## src/design/lcrp_pkg.sv

```systemverilog
// Shared types and constants for the LOOK / C-LOOK request picker.
// Used by the core and by its port checker; depends on nothing.
package lcrp_pkg;

  localparam int unsigned TRACK_W = 16;
  localparam int unsigned ID_W    = 16;
  localparam int unsigned COUNT_W = 6;
  localparam int unsigned STAT_W  = 2;

  localparam int unsigned IN_DATA_W  = 56;
  localparam int unsigned OUT_DATA_W = 40;

  typedef logic [STAT_W-1:0] status_t;

  localparam status_t ST_ADDED   = 2'd0;
  localparam status_t ST_DROPPED = 2'd1;
  localparam status_t ST_EMPTY   = 2'd2;
  localparam status_t ST_CHOSEN  = 2'd3;

  localparam logic CMD_ADD    = 1'b0;
  localparam logic CMD_SELECT = 1'b1;

endpackage

```

## src/design/look_clook_request_picker_core.sv

```systemverilog
// Top level of the LOOK / C-LOOK request picker: queue memory, scan sequencer, output register.
// Depends on lcrp_pkg.
//
// Usage:
//   Slave stream carries one command per request: tuser is the command (add or select),
//   tdata holds the request track and id (add) or the head track and direction (select).
//   Master stream returns one result per request: tuser is the status, tdata holds the
//   chosen id, chosen track and the number of requests still pending.
//   cfg_we_i with cfg_wdata_i sets the mode (0 LOOK, 1 C-LOOK); the user is to write it only
//   while the block is idle, which the block itself does not enforce.
// Sequencing:
//   An add, a dropped add or a select on an empty queue goes from accept to the result
//   state. A select with N pending requests whose pick sits at queue position k makes one
//   comparator pass over all N entries, read one per cycle from the queue memory's read
//   port, then a close-up pass from k to the tail through the read port and the write
//   port. One request is worked on at a time; tready is low from accept until the result
//   is handed to the output register.
// Reset:
//   The queue is empty and the mode is LOOK; the queue memory itself is not cleared.
// Stall:
//   The output register holds a result until tready; the next request may be accepted
//   meanwhile, and its result waits in the sequencer until the output register frees.
module look_clook_request_picker_core #(
  parameter int unsigned QUEUE_DEPTH = 32
) (
  input  logic                            clk_i,
  input  logic                            rst_ni,
  input  logic                            cfg_we_i,
  input  logic                            cfg_wdata_i,
  input  logic                            s_axis_tvalid,
  output logic                            s_axis_tready,
  // [15:0] request_track, [31:16] request_id, [47:32] head_track, [48] head_direction
  input  logic [lcrp_pkg::IN_DATA_W-1:0]  s_axis_tdata,
  // [0] cmd
  input  logic                            s_axis_tuser,
  output logic                            m_axis_tvalid,
  input  logic                            m_axis_tready,
  // [15:0] chosen_id, [31:16] chosen_track, [37:32] pending_count
  output logic [lcrp_pkg::OUT_DATA_W-1:0] m_axis_tdata,
  // [1:0] status
  output logic [lcrp_pkg::STAT_W-1:0]     m_axis_tuser
);

  localparam int unsigned IDX_W = $clog2(QUEUE_DEPTH);
  localparam int unsigned CNT_W = $clog2(QUEUE_DEPTH + 1);
  localparam int unsigned TW    = lcrp_pkg::TRACK_W;
  localparam int unsigned IW    = lcrp_pkg::ID_W;
  localparam logic [CNT_W-1:0] FULL_CNT = CNT_W'(QUEUE_DEPTH);

  typedef enum logic [1:0] {
    S_IDLE,
    S_SCAN,
    S_SHIFT,
    S_RESP
  } state_e;

  // queue memory
  logic [TW-1:0]    trk_mem [QUEUE_DEPTH];
  logic [IW-1:0]    id_mem  [QUEUE_DEPTH];
  logic [TW-1:0]    trk_rd_q;
  logic [IW-1:0]    id_rd_q;
  logic [IDX_W-1:0] rd_addr;
  logic [IDX_W-1:0] wr_addr;
  logic [TW-1:0]    wr_trk;
  logic [IW-1:0]    wr_id;
  logic             wr_en;

  // sequencer
  state_e                  state_q, state_d;
  logic [CNT_W-1:0]        cnt_q, cnt_d;
  logic [CNT_W-1:0]        ptr_q, ptr_d;
  logic                    vld_q, vld_d;
  logic [IDX_W-1:0]        didx_q, didx_d;
  logic                    circ_q, circ_d;
  logic [TW-1:0]           head_q, head_d;
  logic                    up_q, up_d;
  logic                    hit_found_q, hit_found_d;
  logic [IDX_W-1:0]        hit_idx_q, hit_idx_d;
  logic                    a_found_q, a_found_d;
  logic [TW-1:0]           a_key_q, a_key_d;
  logic [IDX_W-1:0]        a_idx_q, a_idx_d;
  logic                    b_found_q, b_found_d;
  logic [TW-1:0]           b_key_q, b_key_d;
  logic [IDX_W-1:0]        b_idx_q, b_idx_d;
  logic [IDX_W-1:0]        pick_q, pick_d;
  lcrp_pkg::status_t       res_st_q, res_st_d;
  logic [TW-1:0]           res_trk_q, res_trk_d;
  logic [IW-1:0]           res_id_q, res_id_d;
  logic                    m_valid_q, m_valid_d;
  lcrp_pkg::status_t       m_st_q, m_st_d;
  logic [TW-1:0]           m_trk_q, m_trk_d;
  logic [IW-1:0]           m_id_q, m_id_d;
  logic [lcrp_pkg::COUNT_W-1:0] m_cnt_q, m_cnt_d;

  // shared compare unit
  logic [TW-1:0]    t;
  logic             is_up;
  logic             is_hit;
  logic [TW-1:0]    trk_gap;
  logic             a_cond;
  logic [TW-1:0]    b_key;
  logic             issue;
  logic [IDX_W-1:0] pick_idx;

  logic [TW-1:0] in_trk;
  logic [IW-1:0] in_id;
  logic [TW-1:0] in_head;
  logic          in_dir;
  logic          in_acc;

  assign in_trk  = s_axis_tdata[TW-1:0];
  assign in_id   = s_axis_tdata[TW+IW-1:TW];
  assign in_head = s_axis_tdata[2*TW+IW-1:TW+IW];
  assign in_dir  = s_axis_tdata[2*TW+IW];

  assign s_axis_tready = (state_q == S_IDLE);
  assign in_acc        = s_axis_tvalid && s_axis_tready;

  assign t       = trk_rd_q;
  assign is_up   = t > head_q;
  assign is_hit  = t == head_q;
  assign trk_gap = is_up ? (t - head_q) : (head_q - t);
  assign a_cond  = circ_q ? is_up : (up_q ? is_up : !is_up);
  assign b_key   = circ_q ? t : trk_gap;
  assign issue   = ptr_q < cnt_q;
  assign rd_addr = ptr_q[IDX_W-1:0];
  assign pick_idx = hit_found_q ? hit_idx_q : (a_found_q ? a_idx_q : b_idx_q);

  always_ff @(posedge clk_i) begin
    trk_rd_q <= trk_mem[rd_addr];
    id_rd_q  <= id_mem[rd_addr];
    if (wr_en) begin
      trk_mem[wr_addr] <= wr_trk;
      id_mem[wr_addr]  <= wr_id;
    end
  end

  always_comb begin
    state_d     = state_q;
    cnt_d       = cnt_q;
    ptr_d       = ptr_q;
    vld_d       = 1'b0;
    didx_d      = didx_q;
    circ_d      = cfg_we_i ? cfg_wdata_i : circ_q;
    head_d      = head_q;
    up_d        = up_q;
    hit_found_d = hit_found_q;
    hit_idx_d   = hit_idx_q;
    a_found_d   = a_found_q;
    a_key_d     = a_key_q;
    a_idx_d     = a_idx_q;
    b_found_d   = b_found_q;
    b_key_d     = b_key_q;
    b_idx_d     = b_idx_q;
    pick_d      = pick_q;
    res_st_d    = res_st_q;
    res_trk_d   = res_trk_q;
    res_id_d    = res_id_q;
    m_valid_d   = m_valid_q && !m_axis_tready;
    m_st_d      = m_st_q;
    m_trk_d     = m_trk_q;
    m_id_d      = m_id_q;
    m_cnt_d     = m_cnt_q;
    wr_en       = 1'b0;
    wr_addr     = cnt_q[IDX_W-1:0];
    wr_trk      = in_trk;
    wr_id       = in_id;

    case (state_q)
      S_IDLE: begin
        if (in_acc) begin
          res_trk_d = '0;
          res_id_d  = '0;
          state_d   = S_RESP;
          if (s_axis_tuser == lcrp_pkg::CMD_ADD) begin
            if (cnt_q == FULL_CNT) begin
              res_st_d = lcrp_pkg::ST_DROPPED;
            end else begin
              wr_en    = 1'b1;
              cnt_d    = cnt_q + 1'b1;
              res_st_d = lcrp_pkg::ST_ADDED;
            end
          end else if (cnt_q == '0) begin
            res_st_d = lcrp_pkg::ST_EMPTY;
          end else begin
            head_d      = in_head;
            up_d        = in_dir;
            ptr_d       = '0;
            hit_found_d = 1'b0;
            a_found_d   = 1'b0;
            b_found_d   = 1'b0;
            state_d     = S_SCAN;
          end
        end
      end
      S_SCAN: begin
        if (issue) begin
          vld_d  = 1'b1;
          didx_d = ptr_q[IDX_W-1:0];
          ptr_d  = ptr_q + 1'b1;
        end
        if (vld_q) begin
          if (is_hit && !hit_found_q) begin
            hit_found_d = 1'b1;
            hit_idx_d   = didx_q;
          end
          if (a_cond && (!a_found_q || trk_gap < a_key_q)) begin
            a_found_d = 1'b1;
            a_key_d   = trk_gap;
            a_idx_d   = didx_q;
          end
          if (!b_found_q || b_key < b_key_q) begin
            b_found_d = 1'b1;
            b_key_d   = b_key;
            b_idx_d   = didx_q;
          end
        end else if (!issue) begin
          pick_d  = pick_idx;
          ptr_d   = CNT_W'(pick_idx);
          state_d = S_SHIFT;
        end
      end
      S_SHIFT: begin
        if (issue) begin
          vld_d  = 1'b1;
          didx_d = ptr_q[IDX_W-1:0];
          ptr_d  = ptr_q + 1'b1;
        end
        wr_addr = didx_q - 1'b1;
        wr_trk  = trk_rd_q;
        wr_id   = id_rd_q;
        if (vld_q) begin
          if (didx_q == pick_q) begin
            res_trk_d = trk_rd_q;
            res_id_d  = id_rd_q;
          end else begin
            wr_en = 1'b1;
          end
        end else if (!issue) begin
          cnt_d    = cnt_q - 1'b1;
          res_st_d = lcrp_pkg::ST_CHOSEN;
          state_d  = S_RESP;
        end
      end
      S_RESP: begin
        if (!m_valid_q || m_axis_tready) begin
          m_valid_d = 1'b1;
          m_st_d    = res_st_q;
          m_trk_d   = res_trk_q;
          m_id_d    = res_id_q;
          m_cnt_d   = lcrp_pkg::COUNT_W'(cnt_q);
          state_d   = S_IDLE;
        end
      end
      default: begin
        state_d = S_IDLE;
      end
    endcase
  end

  always_ff @(posedge clk_i or negedge rst_ni) begin
    if (!rst_ni) begin
      state_q     <= S_IDLE;
      cnt_q       <= '0;
      ptr_q       <= '0;
      vld_q       <= 1'b0;
      didx_q      <= '0;
      circ_q      <= 1'b0;
      head_q      <= '0;
      up_q        <= 1'b0;
      hit_found_q <= 1'b0;
      hit_idx_q   <= '0;
      a_found_q   <= 1'b0;
      a_key_q     <= '0;
      a_idx_q     <= '0;
      b_found_q   <= 1'b0;
      b_key_q     <= '0;
      b_idx_q     <= '0;
      pick_q      <= '0;
      res_st_q    <= lcrp_pkg::ST_ADDED;
      res_trk_q   <= '0;
      res_id_q    <= '0;
      m_valid_q   <= 1'b0;
      m_st_q      <= lcrp_pkg::ST_ADDED;
      m_trk_q     <= '0;
      m_id_q      <= '0;
      m_cnt_q     <= '0;
    end else begin
      state_q     <= state_d;
      cnt_q       <= cnt_d;
      ptr_q       <= ptr_d;
      vld_q       <= vld_d;
      didx_q      <= didx_d;
      circ_q      <= circ_d;
      head_q      <= head_d;
      up_q        <= up_d;
      hit_found_q <= hit_found_d;
      hit_idx_q   <= hit_idx_d;
      a_found_q   <= a_found_d;
      a_key_q     <= a_key_d;
      a_idx_q     <= a_idx_d;
      b_found_q   <= b_found_d;
      b_key_q     <= b_key_d;
      b_idx_q     <= b_idx_d;
      pick_q      <= pick_d;
      res_st_q    <= res_st_d;
      res_trk_q   <= res_trk_d;
      res_id_q    <= res_id_d;
      m_valid_q   <= m_valid_d;
      m_st_q      <= m_st_d;
      m_trk_q     <= m_trk_d;
      m_id_q      <= m_id_d;
      m_cnt_q     <= m_cnt_d;
    end
  end

  assign m_axis_tvalid = m_valid_q;
  assign m_axis_tuser  = m_st_q;
  assign m_axis_tdata  = {2'b00, m_cnt_q, m_trk_q, m_id_q};

endmodule

```

## config.mk

```make
export PLATFORM = sky130hd
export DESIGN_NAME = look_clook_request_picker_core
export DESIGN_NICKNAME = d
export VERILOG_FILES = /design/src/design/lcrp_pkg.sv /design/src/design/look_clook_request_picker_core.sv
export SDC_FILE = /design/constraint.sdc
export NUM_CORES = 1
export LEC_CHECK = 0
export BUFFER_PORTS_ARGS = -buffer_cell sky130_fd_sc_hd__buf_2
export CAP_MARGIN = 5
export CELL_PAD_IN_SITES_DETAIL_PLACEMENT = 0
export CELL_PAD_IN_SITES_GLOBAL_PLACEMENT = 1
export CORE_ASPECT_RATIO = 1.1
export CORE_MARGIN = 2
export CORE_UTILIZATION = 40
export DETAILED_ROUTE_END_ITERATION = 10
export PLACE_DENSITY_LB_ADDON = 0.05
export SYNTH_ARGS = -nofsm -noshare
export SYNTH_HDL_FRONTEND = slang
export SYNTH_SLANG_ARGS = --single-unit
```

## constraint.sdc

```tcl
create_clock -name clk_i -period 6.3 [get_ports clk_i]
set_clock_uncertainty 0.2 [all_clocks]
set_input_delay 1.26 -clock clk_i [delete_from_list [all_inputs] [get_ports clk_i]]
set_output_delay 1.26 -clock clk_i [all_outputs]
set_load 0.1 [all_outputs]
```

==> reports/results.ini, run 1 <==
[run_status]
outcome=complete, no violations

[routing]
wirelength_microns=133000
wl_met1_microns=56800
via_per_inst=5.51
ant_nets=0
first_pass_iters=5
initialDrtViolationCount=2111
wl_met2_microns=68800
wl_per_cell_microns=29.0
met3_length_microns=4770
vias=25300
drc_errors=0
top_layer=met4

[synth]
yosys.area_share.adder=0.0204
synthArstFlopShare=0.137
synth.area.top_cells=edfxtp_1 (62%), mux4_2 (15%), dfrtp_1 (8.5%)
synth-compound-area-share=0.0348
syn_inst=2657
yosysUniqueCellTypes=64
synth_edf_count=1024
synth_simple_gate_area_frac=0.0285
ys_ff_latch=1224
synthXorXnorAreaFrac=0.00494
synth.avg_cell_area_sq_um=18.7
synth_warnings=0
synth_top_area_frac=0.619
synth_top_family_by_area=multiplexers
yosysSeqAreaShare=0.717
yosysMostFrequentCell=edfxtp_1
ys_top_cells_by_count=edfxtp_1 (1024), mux4_2 (320), dfrtp_1 (168)
netlist_area_sq_mm=0.0497
yosys.area.top_type=edfxtp_1
muxShareOfSynthArea=0.174
synth-main-ff-cell=edfxtp_1

[cts]
cts_max_level=4
tritoncts=yes
cts_made_buffers=136
cts.repair.resized=0
cts_setup_buffers=0
cts_root_buf=clkbuf_16
cts_sinks=1224
cts_buffer_depth=3
clk_pin_slew_ns=0.06
clock_latency_ns=0.76
ctsHoldBuffers=0

[die]
ios=107
rows=135
die_width_microns=340
die_h_microns=374
core_sq_mm=0.123
fp.dieArea_sq_mm=0.127
start_util=0.403

[timing]
fin_crit_ns=5.76
setup_tns_ns=0
finalCritPeriodShare=0.915
relSlewSlack=0.139
hold_viol=0
rsz0062_at_grt=no
fmax_mhz=174
slew_violations=0
tightest_slew_ns=1.29
setup_violations=0

[grt]
grt_pass1_wl_microns=191000
grt_antenna_before_repair=1
grt-ovfl-total=0
track_usage=0.212
grt_max_degree=138
grt_pass1_vias=26500

[pwr]
vdd_ir_drop_max_mv=0.281
power.density_mw_per_mm2=491
p_leak_nw=19.4

[cells_and_area]
postLayoutCellArea_sq_mm=0.0574
area_delta_synth_final_pct=15.5
drive_gt1_frac=0.301
nets=2983
fillers=10400

[setup_path]
cp.arrival_ns=6.19
reg2reg_depth=21
start_kind=flop
critPathRequiredTime_ns=6.72
path_class=reg -> reg
path_max_fanout=17
cp-end-kind=flop

[worst_hold_path]
hold_path.class=reg -> reg
holdPathStages=2

[placement]
io_buffers=97
dpl_cell_area_sq_mm=0.0528
gp_congestion=0.783
post-dp-hpwl_microns=75600

[flow_run]
maxCapViolCount=0

-- through the flow --
stage               std cells  worst slack [ns]  hold slack (ns)  utilization  power, W
finish                   4597             0.537            0.273        0.466    0.0281
global route             4596             0.251            0.293        0.466    0.0296
CTS                      4592             0.489            0.279        0.465    0.0285
detailed placement       4343             0.517            0.267        0.429    0.0204
global placement         4343             0.525            0.258        0.429    0.0202
floorplan                2658              1.09            0.245            -    0.0175
-- worst max-delay path: stages, from the launching register on --
cell and delay [ns]:
dfxtp_1 0.51, inv_1 0.08, ha_1 0.21, inv_1 0.07, fa_1 0.19, nand3_1 0.15
a211oi_4 0.34, o21ai_2 0.14, a21oi_2 0.37, mux2_2 0.42, a31oi_4 0.23, o21ai_0 0.21
xnor2_1 0.21, mux2_2 0.30, ha_1 0.32, inv_1 0.06, o21ai_0 0.09, a221o_1 0.35
a211oi_1 0.21, a21bo_2 0.26, inv_2 0.32, mux2_2 0.40
-- routing by layer --
layer | vias to the layer above | track usage
met5 | - | 0
met4 | 0 | 0.0558
met3 | 163 | 0.0283
li1 | 10900 | -
met1 | 13700 | 0.282
met2 | 523 | 0.366
-- state kept, by name (all words and copies together) (netlist names), 6 cells and up --
register   cells
trk_mem      512
t             16
id_rd_q       16
m_id_q        16
b_key_q       16
res_id_q      16
m_cnt_q        6
cnt_q          6
m_trk_q       16
a_key_q       16
ptr_q          6
head_q        16
id_mem       512
res_trk_q     16
-- kinds of logic (layout without fill, tap and decap cells) --
kind of cell,count (synthesis),count (layout)
flip-flops,1224,1224
AO/OA/AOI/OAI,292,292
AND/OR/NAND/NOR,322,322
other,1,3
XOR/XNOR,28,28
buffers and inverters,262,556
multiplexers,449,449
adder cells (fa/ha/maj),79,79
-- final timing paths --
path                            startpoint          to  slack [ns]
worst min-delay path            m_cnt_q[3]  m_cnt_q[3]        0.27
min in group asynchronous           rst_ni  m_cnt_q[4]        0.41
worst max-delay path                  t[0]  b_key_q[4]        0.54
max in group asynchronous           rst_ni  m_trk_q[0]        4.46
worst max register to register        t[0]  b_key_q[4]        0.54
worst min register to register  m_cnt_q[3]  m_cnt_q[3]        0.27
-- area by class of cell --
cell class,count,area (sq um),area share
clock inverters,50,562,0.00979
well taps,1644,2060,0.0359
inverters,129,484,0.00844
repair buffers,178,1280,0.0224
flip-flops and latches,1224,35600,0.621
diodes,1,2.50,0.0000436
multi-input cells,1172,13400,0.234
clock buffers,199,3940,0.0687
-- cell usage in the layout, fill, tap and decap left out, types with 14 or more instances in the layout --
| cell | Yosys | routed |
|---|---|---|
| clkbuf_16 | 0 | 144 |
| clkinv_2 | 0 | 15 |
| clkbuf_1 | 89 | 42 |
| nand3_1 | 15 | 15 |
| nand2_1 | 165 | 163 |
| buf_4 | 3 | 65 |
| edfxtp_1 | 1024 | 1024 |
| ha_1 | 76 | 75 |
| nor2_1 | 79 | 47 |
| clkinv_1 | 0 | 15 |
| mux4_2 | 320 | 320 |
| clkbuf_8 | 0 | 14 |
| inv_1 | 128 | 128 |
| buf_2 | 8 | 96 |
| dfxtp_1 | 32 | 32 |
| nor2_4 | 0 | 32 |
| o21ai_0 | 143 | 111 |
| xnor2_1 | 21 | 21 |
| dfrtp_1 | 168 | 163 |
| o21ai_2 | 1 | 28 |
| mux2i_1 | 17 | 17 |
| nor3_1 | 14 | 14 |
| a21o_1 | 20 | 20 |
| mux2_2 | 111 | 111 |
| a21oi_1 | 62 | 62 |
-- report_power, final --
group          total (W)  internal (W)  switching, W
Clock            0.00797       0.00479       0.00318
Combinational    0.00924       0.00325       0.00599
Sequential        0.0109        0.0105      0.000436
Total             0.0281        0.0185       0.00960
No activity file was read; power rests on OpenSTA's default activity.
==> run 2: changes to the inputs <==
--- a/config.mk
+++ b/config.mk
@@ -5,6 +5,7 @@
 export SDC_FILE = /design/constraint.sdc
 export NUM_CORES = 1
 export LEC_CHECK = 0
+export ABC_AREA = 1
 export BUFFER_PORTS_ARGS = -buffer_cell sky130_fd_sc_hd__buf_2
 export CAP_MARGIN = 5
 export CELL_PAD_IN_SITES_DETAIL_PLACEMENT = 0
==> reports/results.ini, run 2 <==
[routing]
wirelength_microns=165000  ; +24%
first_pass_iters=7  ; +2
initialDrtViolationCount=3323  ; +57%
wl_per_cell_microns=26.0  ; -10%
drc_errors=0  ; unchanged
ant_nets=0  ; unchanged
vias=34700  ; +37%
via_per_inst=5.48  ; -0.55%

[timing]
setup_tns_ns=0  ; unchanged
fin_crit_ns=4.90  ; -0.862 ns
slew_violations=0  ; unchanged
rsz0062_at_grt=no
tightest_slew_ns=1.28  ; -0.0162 ns
relSlewSlack=0.150  ; +0.0108
fmax_mhz=204  ; +18%
finalCritPeriodShare=0.778  ; -0.137
hold_viol=0  ; unchanged
setup_violations=0  ; unchanged

[synth]
yosysMostFrequentCell=edfxtp_1
synthArstFlopShare=0.137  ; unchanged
netlist_area_sq_mm=0.0513  ; +3.3%
synth_top_area_frac=0.599  ; -0.0198
yosysSeqAreaShare=0.694  ; -0.0230
ys_top_cells_by_count=edfxtp_1 (1024), nor2_1 (700), o21ai_0 (651)
ys_ff_latch=1224  ; unchanged
syn_inst=4479  ; +69%
synth.area.top_cells=edfxtp_1 (60%), dfrtp_1 (8.2%), o21ai_0 (6.4%)
synth_edf_count=1024  ; unchanged
synth_warnings=0  ; unchanged
synth.avg_cell_area_sq_um=11.5  ; -39%
synth-main-ff-cell=edfxtp_1
yosysUniqueCellTypes=51  ; -20%
yosys.area.top_type=edfxtp_1

[grt]
grt_max_degree=136  ; -1.4%
grt_antenna_before_repair=6  ; +5
track_usage=0.250  ; +0.0379
grt-ovfl-total=0  ; unchanged
grt_pass1_wl_microns=237000  ; +24%
grt_pass1_vias=33600  ; +27%

[placement]
dp_cells=6087  ; +40%
io_buffers=97  ; unchanged
gp_congestion=0.866  ; +11%
post-dp-hpwl_microns=94300  ; +25%

[cells_and_area]
reg_top3=id_mem (512), trk_mem (512)
nets=4702  ; +58%
mostFrequentLayoutCell=edfxtp_1
multiInputGateArea_sq_mm=0.0140  ; +4.6%
final_cells=6340  ; +38%
layout.area.seq_sq_mm=0.0356  ; about the same
drive_gt1_frac=0.112  ; -0.188
antenna_cells=0  ; -1
final_cell_mix=edfxtp_1 (1024), nor2_1 (667), o21ai_0 (636)
area_delta_synth_final_pct=14.1
fillers=11800  ; +13%

[setup_path]
path_max_fanout=21  ; +4
start_kind=flop
path_buf_inv=4  ; unchanged
cp.arrival_ns=5.35  ; -0.84 ns
crit_top_cell=nand2_1
path_cells=inv_1, ha_1, inv_1, fa_1, nand2_1, nand2_1, nand2_1, nand2_4, nand2_4, a21oi_4, nand2_1, nand3_1, nand2_1, ha_1, nand2_1, inv_1, nand3_1, inv_1, a21oi_1, nand2_1, nand2_1, nand2_1, nand2_1, nand2_1
critPathRequiredTime_ns=6.75  ; +0.03 ns
path_class=reg -> reg
cp-end-kind=flop
slowest_stage=nand2_1
cpPeakStageDelay_ns=0.67  ; +0.16 ns
crit_family=simple AND/OR/NAND/NOR gates

[cts]
cts_made_buffers=137  ; +0.74%
cts.repair.resized=0  ; unchanged
ctsHoldBuffers=0  ; unchanged
cts_root_buf=clkbuf_16
cts_sinks=1224  ; unchanged
cts_setup_buffers=0  ; unchanged
clk_pin_slew_ns=0.06  ; about the same
cts_max_level=4  ; unchanged
clock_latency_ns=0.77  ; about the same
cts_buffer_depth=3  ; unchanged
tritoncts=yes

[die]
fp.dieArea_sq_mm=0.131  ; +3.3%
core_sq_mm=0.127  ; +3.2%
rows=137  ; +1.5%
die_width_microns=345  ; +1.6%
ios=107  ; unchanged
start_util=0.404  ; +0.000622
die_h_microns=380  ; +1.6%

[pwr]
power.density_mw_per_mm2=533  ; +8.7%
pwr-share-seq=0.363  ; -0.025
pwr-share-clk=0.255  ; -0.028
vdd_ir_drop_max_mv=0.262  ; -6.6%
internal-power_w=0.0185  ; -0.35%
p_leak_nw=21.2  ; +9.1%
switchingPower_w=0.0128  ; +33%
p_comb_frac=0.382  ; +0.054
switching_share=0.409  ; +0.0673

[run_status]
outcome=complete, no violations

[flow_run]
maxCapViolCount=0  ; unchanged

[worst_hold_path]
hold_path.class=reg -> reg

## run 2: changes by cell type after synthesis, sizes merged, moves of 56 or more
cell    delta
mux2     -111
o21ai    +531
nand3    +146
inv      +114
mux4     -320
clkbuf   +110
nand2    +467
nor2     +624
o211ai    +56
o22ai    +172
## run 2: stage by stage
| step | area (sq um) | hold slack, ns | total power (W) | setup WS [ns] | utilization |
|---|---|---|---|---|---|
| finish | 58600 | 0.270 | 0.0312 | 1.40 | 0.461 |
| global route | 58600 | 0.290 | 0.0332 | 0.912 | 0.461 |
| CTS | 58500 | 0.272 | 0.0315 | 1.37 | 0.461 |
| detailed placement | 54100 | 0.260 | 0.0235 | 1.38 | 0.426 |
| global placement | 54100 | 0.259 | 0.0235 | 1.32 | 0.426 |
| floorplan | 51300 | 0.242 | 0.0193 | 1.80 | - |
## run 2: routing by layer
metal,track usage,up-vias,wire (microns)
met1,0.354,17500,75100
met5,0,-,19
met3,0.0339,197,8570
li1,-,16100,-
met4,0.0690,2,3730
met2,0.402,958,77400
## run 2: cell families after synthesis
group,Yosys count,share of synthesized area
other cells,1,0.0000731
fa+ha+maj,79,0.0197
buf+inv,507,0.0390
xor+xnor,27,0.00461
simple gates,1542,0.121
mux,1,0.000220
compound gates,1098,0.121
flops,1224,0.694
## run 2: path summary, 6_finish.rpt
check	depth (start not counted)	to	slack, ns	start
max in group asynchronous	2	res_id_q[3]	4.47	rst_ni
hold / removal	2	b_key_q[4]	0.27	b_key_q[4]
setup / recovery	24	b_key_q[14]	1.40	t[0]
min in group asynchronous	1	m_cnt_q[4]	0.28	rst_ni
setup reg to reg	24	b_key_q[14]	1.40	t[0]
hold reg to reg	2	b_key_q[4]	0.27	b_key_q[4]
## run 2: worst min-delay path, cell delays in order, from the launching register on
cell and delay (ns):
dfrtp_1 0.34, nand2_1 0.05, nand2_1 0.05
## run 2: layout make-up
class,count,area share
clock inverter,62,0.0101
clock buffer,189,0.0660
multi-input combinational,2749,0.240
inverter,246,0.0162
sequential,1224,0.608
timing repair buffer,202,0.0245
tap,1668,0.0356
## run 2: power groups by stage
stage | registers (W) | logic, W | clock network, W
after floorplan | 0.0117 | 0.00756 | 0
after global placement | 0.0115 | 0.0120 | 0
after detailed placement | 0.0115 | 0.0120 | 0
final | 0.0113 | 0.0119 | 0.00797
after global routing | 0.0114 | 0.0134 | 0.00842
after CTS | 0.0113 | 0.0120 | 0.00813
